<file path="config.mk">
export PLATFORM = sky130hd
export DESIGN_NAME = byte_to_six_bit_symbol_encoder
export DESIGN_NICKNAME = d
export VERILOG_FILES = /design/src/b6se_pkg.sv /design/src/byte_to_six_bit_symbol_encoder.sv
export SDC_FILE = /design/constraint.sdc
export NUM_CORES = 1
export LEC_CHECK = 0
export BUFFER_PORTS_ARGS = -buffer_cell sky130_fd_sc_hd__buf_2
export CORE_MARGIN = 2
export CORE_UTILIZATION = 40
export DETAILED_ROUTE_END_ITERATION = 8
export GPL_TIMING_DRIVEN = 0
export PLACE_DENSITY = 0.59
export SYNTH_ARGS = -nofsm -noshare
export SYNTH_HDL_FRONTEND = slang
export SYNTH_SLANG_ARGS = --single-unit
</file>
<file path="constraint.sdc">
create_clock -name clk_i -period 3.53 [get_ports clk_i]
set_input_delay 0.1765 -clock clk_i [delete_from_list [all_inputs] [get_ports clk_i]]
set_output_delay 0.1765 -clock clk_i [all_outputs]
set_load 0.01 [all_outputs]
</file>
<file path="src/b6se_pkg.sv">
// Shared types for the byte-to-six-bit symbol encoder.
// Holds the request and result payload structs and the configuration constants.
// Has no dependencies; the top level and the checker import it.
`default_nettype none

package b6se_pkg;

  localparam int unsigned ByteBits      = 8;
  localparam int unsigned GroupBits     = 6;
  localparam int unsigned AlphabetWords = 8;
  localparam int unsigned CfgIndexWidth = 8;
  localparam int unsigned CfgDataWidth  = 64;

  typedef struct packed {
    logic [ByteBits-1:0] data_byte;
    logic                last_byte;
  } in_req_t;

  typedef struct packed {
    logic [ByteBits-1:0] symbol;
    logic                last_of_item;
    logic                end_of_message;
  } out_rsp_t;

endpackage

`default_nettype wire

</file>
<file path="src/byte_to_six_bit_symbol_encoder.sv">
// Byte-to-six-bit symbol encoder: an accepted request passes through the item register and
// then the result register before its first symbol is on the output, and a second symbol,
// when there is one, follows as soon as the first is taken.
// Throughput is one symbol per cycle while the output does not stall, set by the single-symbol
// output register; a request that yields two symbols stalls the next one until its second goes.
// Reset (asynchronous, active low) clears the alphabet to zero, drops any leftover bits and
// empties both pipeline registers; the block is ready for requests right after reset.
`default_nettype none

module byte_to_six_bit_symbol_encoder #(
  parameter int unsigned KEY_LENGTH = 62
) (
  input  wire logic                                   clk_i,
  input  wire logic                                   rst_ni,
  // Request channel.
  input  wire logic                                   in_valid_i,
  output      logic                                   in_stall_o,
  input  wire b6se_pkg::in_req_t                      in_req_i,
  // Result channel.
  output      logic                                   out_valid_o,
  input  wire logic                                   out_stall_i,
  output      b6se_pkg::out_rsp_t                     out_rsp_o,
  // Configuration write channel.
  input  wire logic                                   cfg_valid_i,
  output      logic                                   cfg_ready_o,
  input  wire logic [b6se_pkg::CfgIndexWidth-1:0]     cfg_index_i,
  input  wire logic [b6se_pkg::CfgDataWidth-1:0]      cfg_data_i
);

  import b6se_pkg::*;

  // Number of stream bits held over between bytes. Only these three amounts can occur,
  // because every byte adds eight bits and every group removes six.
  typedef enum logic [2:0] {
    LeftNone = 3'd0,
    LeftTwo  = 3'd2,
    LeftFour = 3'd4
  } left_cnt_e;

  // The alphabet: eight words of eight symbols each. Symbol j sits in byte j mod 8 of
  // word j / 8.
  logic [AlphabetWords-1:0][CfgDataWidth-1:0] word_q;

  // Leftover stream bits, right aligned, and how many of them are pending.
  logic [3:0]      left_bits_q, left_bits_d;
  left_cnt_e       left_cnt_q,  left_cnt_d;

  // Item register: the one or two six-bit groups of the request being emitted.
  logic                 item_valid_q;
  logic [GroupBits-1:0] item_grp0_q, item_grp1_q;
  logic                 item_two_q;
  logic                 item_sel_q;
  logic                 item_last_q;

  // Result register.
  logic     out_valid_q;
  out_rsp_t out_rsp_q;

  // Groups formed from the incoming byte.
  logic [GroupBits-1:0] new_grp0, new_grp1;
  logic                 new_two;

  logic                 out_load;
  logic                 item_move;
  logic                 item_final;
  logic                 item_done;
  logic                 in_accept;
  logic                 cfg_write;

  logic [GroupBits-1:0] cur_grp;
  logic [GroupBits-1:0] sym_idx;
  logic [GroupBits-1:0] mod_tbl [2**GroupBits];

  // Reduction of each possible group value into the alphabet. Values below KEY_LENGTH
  // map to themselves; the table is fixed at elaboration.
  for (genvar gi = 0; gi < 2**GroupBits; gi++) begin : g_mod_tbl
    assign mod_tbl[gi] = GroupBits'(gi % KEY_LENGTH);
  end

  // The configuration port never pushes back. Writes to an index past the last alphabet
  // word are taken and dropped.
  assign cfg_ready_o = 1'b1;
  assign cfg_write   = cfg_valid_i && cfg_ready_o &&
                       (cfg_index_i[CfgIndexWidth-1:3] == '0);

  // Handshake. The result register loads whenever it is empty or being taken this cycle.
  // The item register hands one group per load to the result register; once its final
  // group goes, it can take the next request in the same cycle, which keeps single-symbol
  // requests streaming at one per cycle while the output is not stalled.
  assign out_load   = !out_valid_q || !out_stall_i;
  assign item_move  = item_valid_q && out_load;
  assign item_final = item_sel_q || !item_two_q;
  assign item_done  = item_move && item_final;
  assign in_stall_o = item_valid_q && !item_done;
  assign in_accept  = in_valid_i && !in_stall_o;

  // Regroup the leftover bits and the new byte. With two leftover bits or none, one full
  // group comes out and the rest waits, unless this is the last byte, in which case the
  // rest is padded on the right with zeros into a second group. With four leftover bits,
  // exactly two full groups come out and nothing remains.
  always_comb begin
    new_grp0    = in_req_i.data_byte[7:2];
    new_grp1    = {in_req_i.data_byte[1:0], 4'b0000};
    new_two     = in_req_i.last_byte;
    left_bits_d = {2'b00, in_req_i.data_byte[1:0]};
    left_cnt_d  = LeftTwo;
    case (left_cnt_q)
      LeftTwo: begin
        new_grp0    = {left_bits_q[1:0], in_req_i.data_byte[7:4]};
        new_grp1    = {in_req_i.data_byte[3:0], 2'b00};
        new_two     = in_req_i.last_byte;
        left_bits_d = in_req_i.data_byte[3:0];
        left_cnt_d  = LeftFour;
      end
      LeftFour: begin
        new_grp0    = {left_bits_q, in_req_i.data_byte[7:6]};
        new_grp1    = in_req_i.data_byte[5:0];
        new_two     = 1'b1;
        left_bits_d = 4'b0000;
        left_cnt_d  = LeftNone;
      end
      default: begin
        // No leftover bits: the defaults above already describe this case.
      end
    endcase
    // The last byte of a message always flushes, so the next byte starts fresh.
    if (in_req_i.last_byte) begin
      left_bits_d = 4'b0000;
      left_cnt_d  = LeftNone;
    end
  end

  // Alphabet lookup for the group that moves into the result register next.
  assign cur_grp = item_sel_q ? item_grp1_q : item_grp0_q;
  assign sym_idx = mod_tbl[cur_grp];

  always_ff @(posedge clk_i or negedge rst_ni) begin
    if (!rst_ni) begin
      word_q <= '0;
    end else if (cfg_write) begin
      word_q[cfg_index_i[2:0]] <= cfg_data_i;
    end
  end

  always_ff @(posedge clk_i or negedge rst_ni) begin
    if (!rst_ni) begin
      left_bits_q <= 4'b0000;
      left_cnt_q  <= LeftNone;
    end else if (in_accept) begin
      left_bits_q <= left_bits_d;
      left_cnt_q  <= left_cnt_d;
    end
  end

  always_ff @(posedge clk_i or negedge rst_ni) begin
    if (!rst_ni) begin
      item_valid_q <= 1'b0;
      item_sel_q   <= 1'b0;
    end else if (in_accept) begin
      item_valid_q <= 1'b1;
      item_sel_q   <= 1'b0;
    end else if (item_done) begin
      item_valid_q <= 1'b0;
      item_sel_q   <= 1'b0;
    end else if (item_move) begin
      item_sel_q   <= 1'b1;
    end
  end

  always_ff @(posedge clk_i) begin
    if (in_accept) begin
      item_grp0_q <= new_grp0;
      item_grp1_q <= new_grp1;
      item_two_q  <= new_two;
      item_last_q <= in_req_i.last_byte;
    end
  end

  always_ff @(posedge clk_i or negedge rst_ni) begin
    if (!rst_ni) begin
      out_valid_q <= 1'b0;
    end else if (out_load) begin
      out_valid_q <= item_valid_q;
    end
  end

  always_ff @(posedge clk_i) begin
    if (item_move) begin
      out_rsp_q.symbol         <= word_q[sym_idx[5:3]][{sym_idx[2:0], 3'b000} +: ByteBits];
      out_rsp_q.last_of_item   <= item_final;
      out_rsp_q.end_of_message <= item_final && item_last_q;
    end
  end

  assign out_valid_o = out_valid_q;
  assign out_rsp_o   = out_rsp_q;

endmodule

`default_nettype wire

</file>
---- Word-level counts from Yosys, hierarchy flattened ----
Memories as Yosys holds them, arrays and structs flattened.
Cells that the tools add are included.
storage, ports and cells
  register bits ........................... 546
  ROM bits ................................ 384
  input bits .............................. 86
  output and inout port bits .............. 13
  logic and storage cells ................. 65
  memories kept ........................... 1
operators by class
  magnitude comparators ................... 4
  equality and inequality tests ........... 2
  shifts and indexed selects .............. 1
  multiplexer cells ....................... 19
  bitwise gates (word level) .............. 1
  reductions and logical operators ........ 17
memories
  memory           depth  bits a word  read ports  clocked after memory_dff  wr ports  line                                   text
  (no name shown)  64     6            1           0                         0         byte_to_six_bit_symbol_encoder.sv:135  assign sym_idx = mod_tbl[cur_grp];
operator list
  kind                                                                number
  bitwise mux 512 bit                                                 1
  binary-select mux 64 bit (select 3 bit)                             1
  demux 64 bit (select 3 bit)                                         1
  two-way mux 64 bit                                                  2
  indexed part select 64 x 7 -> 8 bit                                 1
  case mux 6 bit (2 select lines)                                     2
  two-way mux 6 bit                                                   3
  less-than comparator 3 x 4 -> 1 bit (second input constant)         2
  case mux 4 bit (2 select lines)                                     1
  greater-or-equal comparator 7 bit (second input constant)           1
  logical AND 1 bit                                                   7
  NOT 6 -> 7 bit                                                      1
  case mux 3 bit (2 select lines)                                     1
  zero test 1 bit                                                     5
  zero test 5 bit                                                     1
  two-way mux 1 bit                                                   5
  two-way mux 4 bit                                                   1
  == test 3 x 2 -> 1 bit (second input constant)                      1
  == test 3 bit (second input constant)                               1
  greater-or-equal comparator 3 x 1 -> 1 bit (second input constant)  1
  two-way mux 3 bit                                                   1
  nonzero test 3 bit                                                  1
  logical OR 1 bit                                                    2
  nonzero test 2 bit                                                  1

---- Depth between registers and ports, before layout ----
Gate-level depths: netlist of the first run.
  word-level depth ........................ 9
  depth in mapped cells ................... 12

---- Worst setup path after synthesis of the first run ----
OpenSTA, ideal clock, no wires.
  path type ............................... register to register
  start ................................... register item_sel_q
  end ..................................... register out_rsp_q, in the netlist out_rsp_o[3], data pin
  library setup time ...................... 259 ps
  data arrival time ....................... 2,275 ps
  data required time ...................... 3,271 ps
  slack ................................... 996 ps
  stages on the path, launching flop included .. 9
  path buffers ............................ 1
  cells stage by stage .................... dfrtp_1 nand2b_1 o22a_1 o21ai_4 buf_8 mux4_2 a211oi_1 nor3_1 a211o_1
between the ends
  word-level cells in the longest chain between the ends .. 8
RTL lines
  item                                                      line                                   text
  from (decl)                                               byte_to_six_bit_symbol_encoder.sv:52   logic item_sel_q;
  from (signal assigned)                                    byte_to_six_bit_symbol_encoder.sv:158  item_sel_q <= 1'b0;
  from (signal assigned)                                    byte_to_six_bit_symbol_encoder.sv:161  item_sel_q <= 1'b0;
  from (signal assigned)                                    byte_to_six_bit_symbol_encoder.sv:164  item_sel_q <= 1'b0;
  two-way mux 6 bit (*)                                     byte_to_six_bit_symbol_encoder.sv:134  assign cur_grp = item_sel_q ? item_grp1_q : item_grp0_q;
  NOT 6 -> 7 bit (implied by the code) (*)                  byte_to_six_bit_symbol_encoder.sv:135
  memory (64 x 6 bit) (*)                                   -
  two-way mux 6 bit (implied by the code) (*) (2 in a row)  byte_to_six_bit_symbol_encoder.sv:135
  binary-select mux 64 bit (select 3 bit)                   byte_to_six_bit_symbol_encoder.sv:189  out_rsp_q.symbol <= word_q[sym_idx[5:3]][{sym_idx[2:0], 3'b000} +: ByteBits];
  two-way mux 64 bit (implied by the code)                  byte_to_six_bit_symbol_encoder.sv:189
  indexed part select 64 x 7 -> 8 bit (*)                   byte_to_six_bit_symbol_encoder.sv:189
  to (decl)                                                 byte_to_six_bit_symbol_encoder.sv:57   out_rsp_t out_rsp_q;
Mark *: on every way between the ends. The rest lies on a longest branch, timed or not. The select of a mux whose other input is x is not followed.
A chain may end at the register's enable or synchronous reset.

---- Worst setup path in the final report of the first run ----
  start ................................... register item_sel_q
  end ..................................... register out_rsp_q, in the netlist out_rsp_o[4], data pin
The elaborated chain is that of the path after synthesis.

==> metrics, run 1 <==
status finished, violations left; failing checks capacitance limit, slew limit; worst skew pair latency 0.63 ns; synthesized net count 2033; Die X 254 µm; die area 0.0643 mm²; ANT nets after route 0; Max IR drop VDD 0.000461 V; largest net degree at the start of global routing 127; sequential share of the synthesized area 55.2%; final hold viol count 0; fmax 288 MHz; Slowest-stage cell, CP nor3_2; most frequent cells in the layout dfrtp_1 (521), mux2_2 (516), nand2_1 (280); Leak Pwr 0.0140 µW; Nets 2273; predominant post-synthesis flop cell dfrtp_1; vias in the first global route 17600; Via density 5.61; CTS tree built; post-synthesis cell count 1945; core box area 0.0616 mm²; 1st-iter DRT viols 1375; Post-synth ARST share 95.6%; CTS root buf clkbuf_16; GRT Util Overall 23.4%; Setup TNS 0 ns; via count 17200; layout cells sized above 1 37.0%; Worst slew margin -0.171%; grt ovf 0; Critical Path Source Type register; DP Wirelength 49.9 mm; Synth top area share 52.3%; antenna violations before repair 1; number of remaining DRC errors 0; max_cap viols 1; Worst Path Arrival 3.84 ns; RSZ-0062 raised after global routing false; routability congestion estimate 0.853; Synth area leaders dfrtp_1 (52%), mux2_2 (23%), nand2_1 (4.3%); final worst setup slack 0.0581 ns; H-tree lvl count 2; I/O Pins 99; Setup Viol. Count Final 0; CP Data Required Time 3.90 ns; CTS buffer count 59; Cell Chain, Critical Path buf_6 -> nand2_2 -> o22ai_2 -> nor3_2 -> buf_2 -> buf_2 -> nand3_1 -> nand4_1 -> nand4_1 -> a211o_1; cell area after synthesis 0.0249 mm²; row cnt 91; max-slew violations 1; first-pass GRT wire length 112 mm; leading area contributor after synthesis dfrtp_1; Seq cells post-synth 545; Clk pin slew, worst setup/hold paths 0.06 ns; commonest non-fill, non-tap cell in the layout dfrtp_1; crit path time final 3.47 ns; Worst Setup End Kind register; Post-synth EDFFs 24; area grow syn2layout 18.2%; Initial Util 40.5%; Pre-antenna DRT Iters 5; Pwr Density 657 mW/mm²; clock sinks 545; routed len/inst 24.3 µm; Hold WC Path Type in -> async; Final Skew 0.0184 ns; critical path class reg -> reg; CP peak stage delay 0.56 ns; clk buf depth 3; crit path max fanout 10; Ant. Diodes 0; Core Util, Final 47.8%; Worst-Margin Slew 1.49 ns; Avg Inst Size Synth 12.8 µm²; Unique masters post-synth 48; Fin Hold WS 0.178 ns; final WL 74.5 mm; final period utilization 98.4%; post-placement setup slack -0.177 ns; Port Buffers 95; Die Y-Extent 254 µm; Warnings, synthesis 0
[sequential cells by signal (all words and copies together) (netlist names)]
name and cells:
left_cnt_q 2, left_bits_q 4, item_grp0_q 6, word_q 512
out_rsp_o 10, item_two_q 1, item_grp1_q 6, item_valid_q 1
item_sel_q 1, out_valid_o 1, item_last_q 1
[critical path, delay by kind of cell (launching register included)]
kind                   cells  cell delay, ns
AO/OA/AOI/OAI              2            0.50
buffers and inverters      3            0.94
flip-flops                 1            0.38
AND/OR/NAND/NOR            5            1.38
[report_power, final]
group          total (µW)  internal [µW]  switching [µW]
clock                6390           3830            2560
sequential           6980           6750             223
combinational        5970           1870            4100
total               19300          12500            6890
[layout make-up]
| cell class | instances | area [µm²] |
|---|---|---|
| buffer | 129 | 726 |
| clock buffer | 88 | 1750 |
| clock inverter | 17 | 243 |
| fill | 5460 | 32100 |
| inverter | 8 | 30.0 |
| multi-input combinational | 1263 | 10500 |
| sequential | 545 | 13800 |
| tap | 837 | 1050 |
| timing repair buffer | 179 | 1410 |
[cell usage after synthesis (2+ instances only)]
library cell / instances
clkbuf_1: 51
a21o_1: 2
inv_1: 8
nand2b_1: 4
nand3b_1: 4
a211oi_1: 7
a22oi_1: 10
buf_6: 10
and2_1: 2
buf_1: 6
dfrtp_1: 521
nand2_1: 283
nand4_1: 24
a31oi_1: 33
buf_4: 10
o22ai_1: 33
mux2_2: 516
nor3b_1: 2
a32oi_1: 40
a211o_1: 8
ha_1: 2
buf_2: 49
edfxtp_1: 24
a21oi_1: 13
nor3_1: 10
nor2_1: 14
mux2i_1: 101
buf_12: 2
and3b_1: 2
nand3_1: 80
o21ai_0: 42
mux4_2: 16
[worst paths after layout]
path                                             to                     from  cells after the start  slack (ns)
max reg2reg                  out_rsp_o[4]$_DFFE_PP_   item_sel_q$_DFFE_PN0P_                     10        0.06
min                         word_q[400]$_DFFE_PN0P_                   rst_ni                      2        0.18
max                          out_rsp_o[4]$_DFFE_PP_   item_sel_q$_DFFE_PN0P_                     10        0.06
max in group asynchronous   word_q[187]$_DFFE_PN0P_                   rst_ni                      4        1.70
min in group clk_i         item_valid_q$_DFFE_PN0N_               in_valid_i                      4        0.29
min reg2reg                 word_q[252]$_DFFE_PN0P_  word_q[252]$_DFFE_PN0P_                      1        0.50
[through the flow]
| step | instances | power (µW) | cell area (µm²) |
|---|---|---|---|
| after floorplan | 1945 | 10200 | 24900 |
| after global placement | 2877 | 12700 | 26400 |
| after detailed placement | 2882 | 12800 | 26600 |
| after CTS | 3066 | 19300 | 29400 |
| after global routing | 3066 | 20000 | 29500 |
| final | 3066 | 19300 | 29500 |
[metal layers]
| metal | share of wire [%] | vias to the layer above | GRT usage (%) | wire (µm) |
|---|---|---|---|---|
| li1 | - | 7547 | - | - |
| met1 | 43 | 8927 | 31.3 | 32400 |
| met2 | 46 | 577 | 37.0 | 34100 |
| met3 | 6.7 | 148 | 5.07 | 5020 |
| met4 | 4.0 | 2 | 9.55 | 3010 |
| met5 | 0.0094 | - | 0 | 7 |
[cells by family (layout without fill, tap and decap cells)]
family | after synthesis | count (layout) | synth area share (%)
simple gates | 429 | 429 | 7.40
buf+inv | 137 | 421 | 2.94
compound gates | 196 | 196 | 5.37
other cells | 1 | 1 | 0.0150
fa+ha+maj | 2 | 2 | 0.100
flops | 545 | 545 | 55.2
mux | 635 | 635 | 29.0
[what timing repair did]
| action | CTS | global route |
|---|---|---|
| hold endpoints to repair | 621 | 0 |
| endpoints found under the setup margin | 7 | 8 |
| setup buffers | 2 | 0 |
| pin swaps | 1 | 0 |
| hold buffers | 77 | 0 |
| resized for setup | 6 | 27 |
(Power assumes the default switching activity.)
==> inputs of run 2 (changes only) <==
--- a/config.mk
+++ b/config.mk
@@ -6,11 +6,13 @@
 export NUM_CORES = 1
 export LEC_CHECK = 0
 export BUFFER_PORTS_ARGS = -buffer_cell sky130_fd_sc_hd__buf_2
+export CELL_PAD_IN_SITES_DETAIL_PLACEMENT = 2
+export CELL_PAD_IN_SITES_GLOBAL_PLACEMENT = 2
 export CORE_MARGIN = 2
 export CORE_UTILIZATION = 40
 export DETAILED_ROUTE_END_ITERATION = 8
 export GPL_TIMING_DRIVEN = 0
-export PLACE_DENSITY = 0.59
+export PLACE_DENSITY = 0.77
 export SYNTH_ARGS = -nofsm -noshare
 export SYNTH_HDL_FRONTEND = slang
 export SYNTH_SLANG_ARGS = --single-unit
==> metrics, run 2 (synthesis gave the netlist of run 1 again) <==
area grow syn2layout 18.9% (was 18.2%); vias in the first global route 20400 (was 17600); first-pass GRT wire length 132 mm (was 112 mm); fmax 284 MHz (was 288 MHz); Hold WC Path Type in -> async (unchanged); clock sinks 545 (unchanged); Setup Viol. Count Final 0 (unchanged); CP Data Required Time 3.90 ns (about the same); max_cap viols 1 (unchanged); max-slew violations 11 (was 1); Via density 5.78 (was 5.61); Pre-antenna DRT Iters 5 (unchanged); Die X 254 µm (unchanged); Critical Path Source Type register (unchanged); Layout Cells excl Fill 3072 (was 3066); largest net degree at the start of global routing 126 (was 127); Power Total 20200 µW (was 19300 µW); core box area 0.0616 mm² (unchanged); RSZ-0062 raised after global routing true (was false); CTS root buf clkbuf_16 (unchanged); most frequent cells in the layout dfrtp_1 (521), mux2_2 (516), nand2_1 (280) (unchanged); placed cells 2882 (unchanged); die area 0.0643 mm² (unchanged); final hold viol count 0 (unchanged); Worst Setup End Kind register (unchanged); Nets 2275 (was 2273); number of remaining DRC errors 0 (unchanged); 1st-iter DRT viols 1290 (was 1375); Fin Hold WS 0.164 ns (was 0.178 ns); Max IR drop VDD 0.000432 V (was 0.000461 V); crit path time final 3.52 ns (was 3.47 ns); Seq. cell area 0.0138 mm² (unchanged); ANT nets after route 0 (unchanged); I/O Pins 99 (unchanged); row cnt 91 (unchanged); worst skew pair latency 0.64 ns (was 0.63 ns); Register-to-Register Path Depth 10 (unchanged); Port Buffers 95 (unchanged); H-tree lvl count 2 (unchanged); commonest non-fill, non-tap cell in the layout dfrtp_1 (unchanged); DP Wirelength 58.2 mm (was 49.9 mm); status finished, violations left (unchanged); Worst slew margin -1.06% (was -0.171%); final WL 88.0 mm (was 74.5 mm); Die Y-Extent 254 µm (unchanged); Clk pin slew, worst setup/hold paths 0.06 ns (about the same); CTS buffer count 60 (was 59); RR Endpoint out_rsp_o[4]$_DFFE_PP_ (unchanged); crit path max fanout 10 (unchanged); routability congestion estimate 0.835 (was 0.853); via count 17800 (was 17200); critical path class reg -> reg (unchanged); Worst-Margin Slew 1.51 ns (was 1.49 ns); failing checks capacitance limit, slew limit (unchanged); clk buf depth 3 (unchanged); final period utilization 99.7% (was 98.4%); Worst Path Arrival 3.89 ns (was 3.84 ns); R2R Path Start item_sel_q$_DFFE_PN0P_ (unchanged); antenna violations before repair 5 (was 1); routed len/inst 28.6 µm (was 24.3 µm); Initial Util 40.5% (unchanged); layout cells sized above 1 37.4% (was 37.0%); Leak Pwr 0.0141 µW (was 0.0140 µW); CTS tree built (unchanged); grt ovf 0 (unchanged); max FFs per register 512 (unchanged); Pwr Density 681 mW/mm² (was 657 mW/mm²); Largest Register word_q (unchanged); Filler Cell Count 5916 (was 5460); Final Skew 0.0137 ns (was 0.0184 ns); setup slack, reg-to-reg 0.01 ns (was 0.06 ns); GRT Util Overall 27.8% (was 23.4%); multi-input logic area 0.0105 mm² (about the same)
[run 2: changes by cell type in the layout (fill, tap and decap cells not counted), moves of 2 or more]
cell       previous run  this run
clkbuf_1             60        51
bufinv_16             6        11
clkbuf_2              7        10
nor3_2                8         4
buf_2               140       144
nor3_1                3         5
clkbuf_4              3         0
nor3_4                0         2
[run 2: per-stage QoR]
stage	setup slack [ns]	area, µm²	TNS, ns	utilization (%)
global route	-0.00746	29600	-0.00746	48.1
CTS	0.00510	29600	0	48.0
detailed placement	-0.489	26600	-2.98	43.2
floorplan	0.996	24900	0	-
finish	0.0101	29600	0	48.1
global placement	-8.27	26400	-4271.76	42.9
[run 2: cell type report]
type,count,share of cell area [%]
clock inverters,26,1.52
plain buffers,129,2.46
flip-flops and latches,545,46.4
clock buffers,83,5.73
well taps,837,3.54
multi-input cells,1263,35.4
inverters,8,0.101
repair buffers,180,4.75
diodes,1,0.00845
[run 2: routing by layer]
metal / vias up / global-route usage, % / share of wire, %
met2: 495 / 47.3 / 49
met1: 9552 / 35.3 / 42
met4: 6 / 10.2 / 3.5
li1: 7541 / - / -
met3: 165 / 5.24 / 5.7
met5: - / 0 / 0.038
[run 2: power by group]
part           leakage (µW)  switching, µW  internal (µW)
clock network       0.00105           2740           4160
registers           0.00740            255           6750
logic               0.00560           4410           1870
total                0.0141           7400          12800
[run 2: timing repair]
action / 4_1_cts / 5_1_grt
gates resized for setup: 17 / 19
buffers inserted: 2 / 0
hold buffers: 78 / 0
setup endpoints to repair: 8 / 7
pin swaps: 1 / 0
endpoints found under the hold margin: 638 / 0
[run 2: critical path, cell delays in order (launching register included)]
cell and delay (ns):
dfrtp_1 0.36, buf_6 0.17, mux2i_1 0.47, nor2_1 0.09, a21o_1 0.39, nand2_2 0.30, buf_4 0.27, o22ai_1 0.09
o21ai_0 0.35, nand4_1 0.34, a211o_1 0.40
[run 2: worst max-delay path by stage]
stage | startpoint | endpoint | slack, ns | cells after the start
2_1_floorplan | item_sel_q$_DFFE_PN0P_ | out_rsp_o[3]$_DFFE_PP_ | 1.0 | 8
3_3_place_gp | rst_ni | word_q[265]$_DFFE_PN0P_ | -8.27 | 1
3_5_place_dp | item_sel_q$_DFFE_PN0P_ | out_rsp_o[6]$_DFFE_PP_ | -0.49 | 10
4_1_cts | item_sel_q$_DFFE_PN0P_ | out_rsp_o[6]$_DFFE_PP_ | 0.005 | 8
5_1_grt | item_sel_q$_DFFE_PN0P_ | out_rsp_o[4]$_DFFE_PP_ | -0.007 | 8
6_report | item_sel_q$_DFFE_PN0P_ | out_rsp_o[4]$_DFFE_PP_ | 0.01 | 10
